File: src/hdl/pee_pkg.sv
package pee_pkg;

	localparam int StackDepth = 128;
	localparam int PtrW = $clog2(StackDepth);
	localparam int CntW = $clog2(StackDepth + 1);

	localparam logic [7:0] ChSpace = 8'd32;
	localparam logic [7:0] ChZero = 8'd48;
	localparam logic [7:0] ChNine = 8'd57;
	localparam logic [7:0] OpMul = 8'd42;
	localparam logic [7:0] OpAdd = 8'd43;
	localparam logic [7:0] OpSub = 8'd45;
	localparam logic [7:0] OpDiv = 8'd47;

	typedef struct packed {
		logic [7:0] ch;
		logic       last;
	} in_item_t;

	typedef struct packed {
		logic signed [31:0] value;
		logic               overflow;
		logic               underflow;
		logic               div_zero;
	} out_item_t;

	// Datapath commands issued by the controller.
	typedef struct packed {
		logic       load;      // capture input item
		logic       accum;     // update number accumulator
		logic       push_num;  // push accumulator
		logic       pop_rd;    // issue pop read
		logic       take_x;    // latch popped value into x
		logic       take_y;    // latch popped value into y
		logic       div_start;
		logic       push_res;  // push operator result
		logic       final_pop; // latch popped value as result
		logic       clear;     // empty stack, clear accumulator and flags
	} cmd_t;

	typedef struct packed {
		logic [7:0] ch;
		logic       last;
		logic       in_number;
		logic       div_busy;
	} sts_t;

endpackage

File: src/hdl/pee_ctrl.sv
module pee_ctrl
	import pee_pkg::*;
(
	input  logic clk,
	input  logic arst_n,
	input  logic in_valid,
	output logic in_stall,
	output logic out_valid,
	input  logic out_stall,
	input  sts_t sts,
	output cmd_t cmd
);

	localparam logic [3:0] S_IDLE  = 4'd0;
	localparam logic [3:0] S_DEC   = 4'd1;
	localparam logic [3:0] S_POPX  = 4'd2;
	localparam logic [3:0] S_TAKEX = 4'd3;
	localparam logic [3:0] S_TAKEY = 4'd4;
	localparam logic [3:0] S_DIV   = 4'd5;
	localparam logic [3:0] S_DIVW  = 4'd6;
	localparam logic [3:0] S_PUSH  = 4'd7;
	localparam logic [3:0] S_END   = 4'd8;
	localparam logic [3:0] S_FPOP  = 4'd9;
	localparam logic [3:0] S_FTAKE = 4'd10;
	localparam logic [3:0] S_OUT   = 4'd11;

	logic [3:0] state_q, state_d;
	logic       out_valid_q;
	logic       is_digit;

	assign is_digit = (sts.ch >= ChZero) && (sts.ch <= ChNine);

	always_comb begin
		state_d = state_q;
		cmd = '0;
		unique case (state_q)
			S_IDLE: begin
				if (in_valid) begin
					cmd.load = 1'b1;
					state_d = S_DEC;
				end
			end
			S_DEC: begin
				if (sts.ch == ChSpace) begin
					cmd.push_num = sts.in_number;
					state_d = S_END;
				end else if (sts.in_number || is_digit) begin
					cmd.accum = 1'b1;
					state_d = S_END;
				end else begin
					cmd.pop_rd = 1'b1;
					state_d = S_POPX;
				end
			end
			S_POPX: begin
				cmd.take_x = 1'b1;
				cmd.pop_rd = 1'b1;
				state_d = S_TAKEX;
			end
			S_TAKEX: begin
				cmd.take_y = 1'b1;
				state_d = (sts.ch == OpDiv) ? S_DIV : S_PUSH;
			end
			S_TAKEY: state_d = S_PUSH;
			S_DIV: begin
				cmd.div_start = 1'b1;
				state_d = S_DIVW;
			end
			S_DIVW: if (!sts.div_busy) state_d = S_PUSH;
			S_PUSH: begin
				cmd.push_res = 1'b1;
				state_d = S_END;
			end
			S_END: begin
				if (!sts.last) begin
					state_d = S_IDLE;
				end else begin
					cmd.push_num = sts.in_number;
					state_d = S_FPOP;
				end
			end
			S_FPOP: begin
				cmd.pop_rd = 1'b1;
				state_d = S_FTAKE;
			end
			S_FTAKE: begin
				cmd.final_pop = 1'b1;
				state_d = S_OUT;
			end
			S_OUT: begin
				if (!out_stall) begin
					cmd.clear = 1'b1;
					state_d = S_IDLE;
				end
			end
			default: state_d = S_IDLE;
		endcase
	end

	always_ff @(posedge clk or negedge arst_n) begin
		if (!arst_n) begin
			state_q <= S_IDLE;
			out_valid_q <= 1'b0;
		end else begin
			state_q <= state_d;
			out_valid_q <= (state_d == S_OUT);
		end
	end

	assign in_stall = (state_q != S_IDLE);
	assign out_valid = out_valid_q;

	property p_valid_in_out;
		@(posedge clk) disable iff (!arst_n) out_valid |-> state_q == S_OUT;
	endproperty
	a_valid_in_out: assert property (p_valid_in_out) else $error("out_valid");

	property p_div_wait;
		@(posedge clk) disable iff (!arst_n) state_q == S_DIV |=> sts.div_busy;
	endproperty
	a_div_wait: assert property (p_div_wait) else $error("divider");

	property p_load_idle;
		@(posedge clk) disable iff (!arst_n) cmd.load |-> !in_stall;
	endproperty
	a_load_idle: assert property (p_load_idle) else $error("load");

endmodule

File: config.mk
export PLATFORM = sky130hd
export DESIGN_NAME = pee_ctrl
export DESIGN_NICKNAME = d
export VERILOG_FILES = /design/src/hdl/pee_pkg.sv /design/src/hdl/pee_ctrl.sv
export SDC_FILE = /design/constraint.sdc
export NUM_CORES = 1
export LEC_CHECK = 0
export BUFFER_PORTS_ARGS = -buffer_cell sky130_fd_sc_hd__buf_2
export CORE_AREA = 2 2 39 41
export DETAILED_ROUTE_END_ITERATION = 12
export DIE_AREA = 0 0 41 43
export GPL_TIMING_DRIVEN = 0
export PLACE_DENSITY = 0.71
export SLEW_MARGIN = 15
export SYNTH_ARGS = -nofsm -noshare
export SYNTH_HDL_FRONTEND = slang
export SYNTH_SLANG_ARGS = --single-unit
export TNS_END_PERCENT = 20
File: constraint.sdc
create_clock -name clk -period 4.1 [get_ports clk]
set_input_delay 0.205 -clock clk [delete_from_list [all_inputs] [get_ports clk]]
set_output_delay 0.205 -clock clk [all_outputs]
set_load 0.1 [all_outputs]
==> metrics.txt <==
sequential-to-total area share from yosys stat=0.270; Crit path buffers/inverters=2; TNS Setup=0 ps; Crit Path Max Fanout=10; most common cell in the netlist=nor2_1; synth cell count leaders=nor2_1, dfrtp_1, nor3_1; Filler cells=152; Syn Inst Count=59; Post-DRT Antenna Nets=0; final WL=1130 microns; antenna violations before repair=0; Place WS=1990 ps; final max-slew violation count=0; ANT cells=0; WP data arrival=2140 ps; top cells by area, synth=dfrtp_1, nor2_1, nor3_1, nor4b_4, nor4_4; DPL Wire Length=940 microns; reg2reg setup slack=2400 ps; largest net degree at the start of global routing=11; worst endpoint required time=3890 ps; drt initial violations=6; Multi-input gate area=310 sq um; DRC viols=0; synthesized area=464 sq um; Least-Margin Pin Slew=491 ps; RSZ-0062 raised after global routing=no; GRT overflow=0; post-route minimum period=2350 ps; post-synth top area cell=dfrtp_1; post-synth net total=74; register clock-pin slew on the reported worst setup and hold paths=40 ps; die span in x=41 microns; Final GP Congestion=0.753; CTS tree=yes; CTS Buf Count=3; CTS H-tree depth=1; crit-path most repeated cell=buf_2; Crit. End Element=primary output; number of hold violations in the final report=0; Worst Hold Class=in -> async; Max Cap Violations=0; Vias/cell=5.02; clk buf depth=2; Critical Path Source Type=flip-flop; Worst R2R Start=state_q[0]; IO Port Bufs=26; WL/cell=10.7 microns; Post-synth ARST share=1.00; first-pass GRT wire length=1830 microns; syn_area_per_cell=7.87 sq um; final worst path period share=0.573; cell family with most CP delay=simple AND/OR/NAND/NOR gates; clk sinks=5; clock skew=4.81 ps; critical path class=reg -> out; worst setup path start=state_q[2]; post-route setup slack=1750 ps; Layout area overhead=40.2%; Nets=106; die footprint=1760 sq um; Slew HR=0.675; Crit path largest cell delay=550 ps; Pre-antenna DRT Iters=2; Top-Level Pins=27; top cell type's share of synthesized area=0.270; most common flop cell mapped by yosys=dfrtp_1; layout cell share with drive strength beyond 1=0.389; Max Freq=426 MHz; Skew-Pair Late Insertion Delay=240 ps; PostCTS Resize Cnt=0; via count=532; status=completed; number of global-route vias before repair=456; Initial Util=0.335; CP cell instances=buf_2 > nand2b_1 > or4b_1 > a21boi_0 > buf_2; Post-synth EDFFs=0; synth unique cells=27; flops & latches, synth=5; Core Region=1380 sq um; Slowest cell on crit path=or4b_1; CTS root buf=clkbuf_4; row cnt=14; register area=125 sq um; Setup-failing EPs final=0; total global routing track utilization=0.146; Syn. warnings=0; Die H=43 microns
## sequential cells by signal, indices dropped and copies added (netlist names)
| signal | cells |
|---|---|
| state_q | 4 |
| out_valid | 1 |
## per-stage QoR
stage,util,cell area [sq um],hold slack [ps],std cells
floorplan,-,464,-90.6,59
CTS,0.470,651,311,106
finish,0.470,651,316,106
global placement,0.444,614,19.4,101
detailed placement,0.444,614,22.2,101
global route,0.470,651,327,106
## logic make-up (layout without fill, tap and decap cells)
| logic type | Yosys count | in the layout | synth area share |
|---|---|---|---|
| buf+inv | 7 | 38 | 0.0620 |
| flops | 5 | 5 | 0.270 |
| simple gates | 34 | 34 | 0.480 |
| xor+xnor | 1 | 1 | 0.0189 |
| compound gates | 12 | 12 | 0.170 |
## per-layer routing
metal | vias to the layer above | track usage | wire (microns)
met5 | - | 0 | 0
met4 | 0 | 0.0200 | 0
met3 | 0 | 0.0314 | 52
met2 | 17 | 0.244 | 576
met1 | 237 | 0.188 | 504
li1 | 278 | - | -
## placed cells by master, fill, tap and decap left out, types with 2 or more instances in the layout
cell,netlist,layout
buf_2,2,28
nor2_1,9,9
nor3_1,5,5
dfrtp_1,5,5
nand2_1,4,4
a21oi_1,4,4
clkbuf_1,2,3
nand2b_1,3,3
inv_1,3,3
clkbuf_4,0,3
o21ai_0,2,2
or4b_1,2,2
nand3_1,2,2
a21boi_0,2,2
## cell type report
type,instances,area share
sequential,5,0.192
inverter,3,0.0173
timing repair buffer,27,0.215
buffer,4,0.0269
clock buffer,4,0.0404
multi-input combinational,47,0.477
tap,16,0.0308
## repair_timing
| action | in CTS | in global routing |
|---|---|---|
| hold buffers | 1 | 0 |
| hold endpoints to repair | 5 | 0 |
| setup endpoints to repair | 0 | 0 |
| buffers inserted | 0 | 0 |
## worst register-to-register path, delay by kind of cell, from the launching register on
| family | cells | cell delay (ps) |
|---|---|---|
| simple gates | 2 | 660 |
| flops | 1 | 400 |
| buf+inv | 1 | 220 |
| compound gates | 2 | 270 |
## path summary, 6_finish.rpt
| check | to | cells past startpoint |
|---|---|---|
| max reg2reg | state_q[1] | 5 |
| min reg2reg | state_q[2] | 2 |
| max | cmd[7] | 5 |
| min | state_q[2] | 2 |
| min in group clk | state_q[3] | 4 |
| max in group asynchronous | out_valid | 2 |
Power is not shown: default switching activity piles up to over one toggle a cycle in this logic, so the estimate is an artifact.
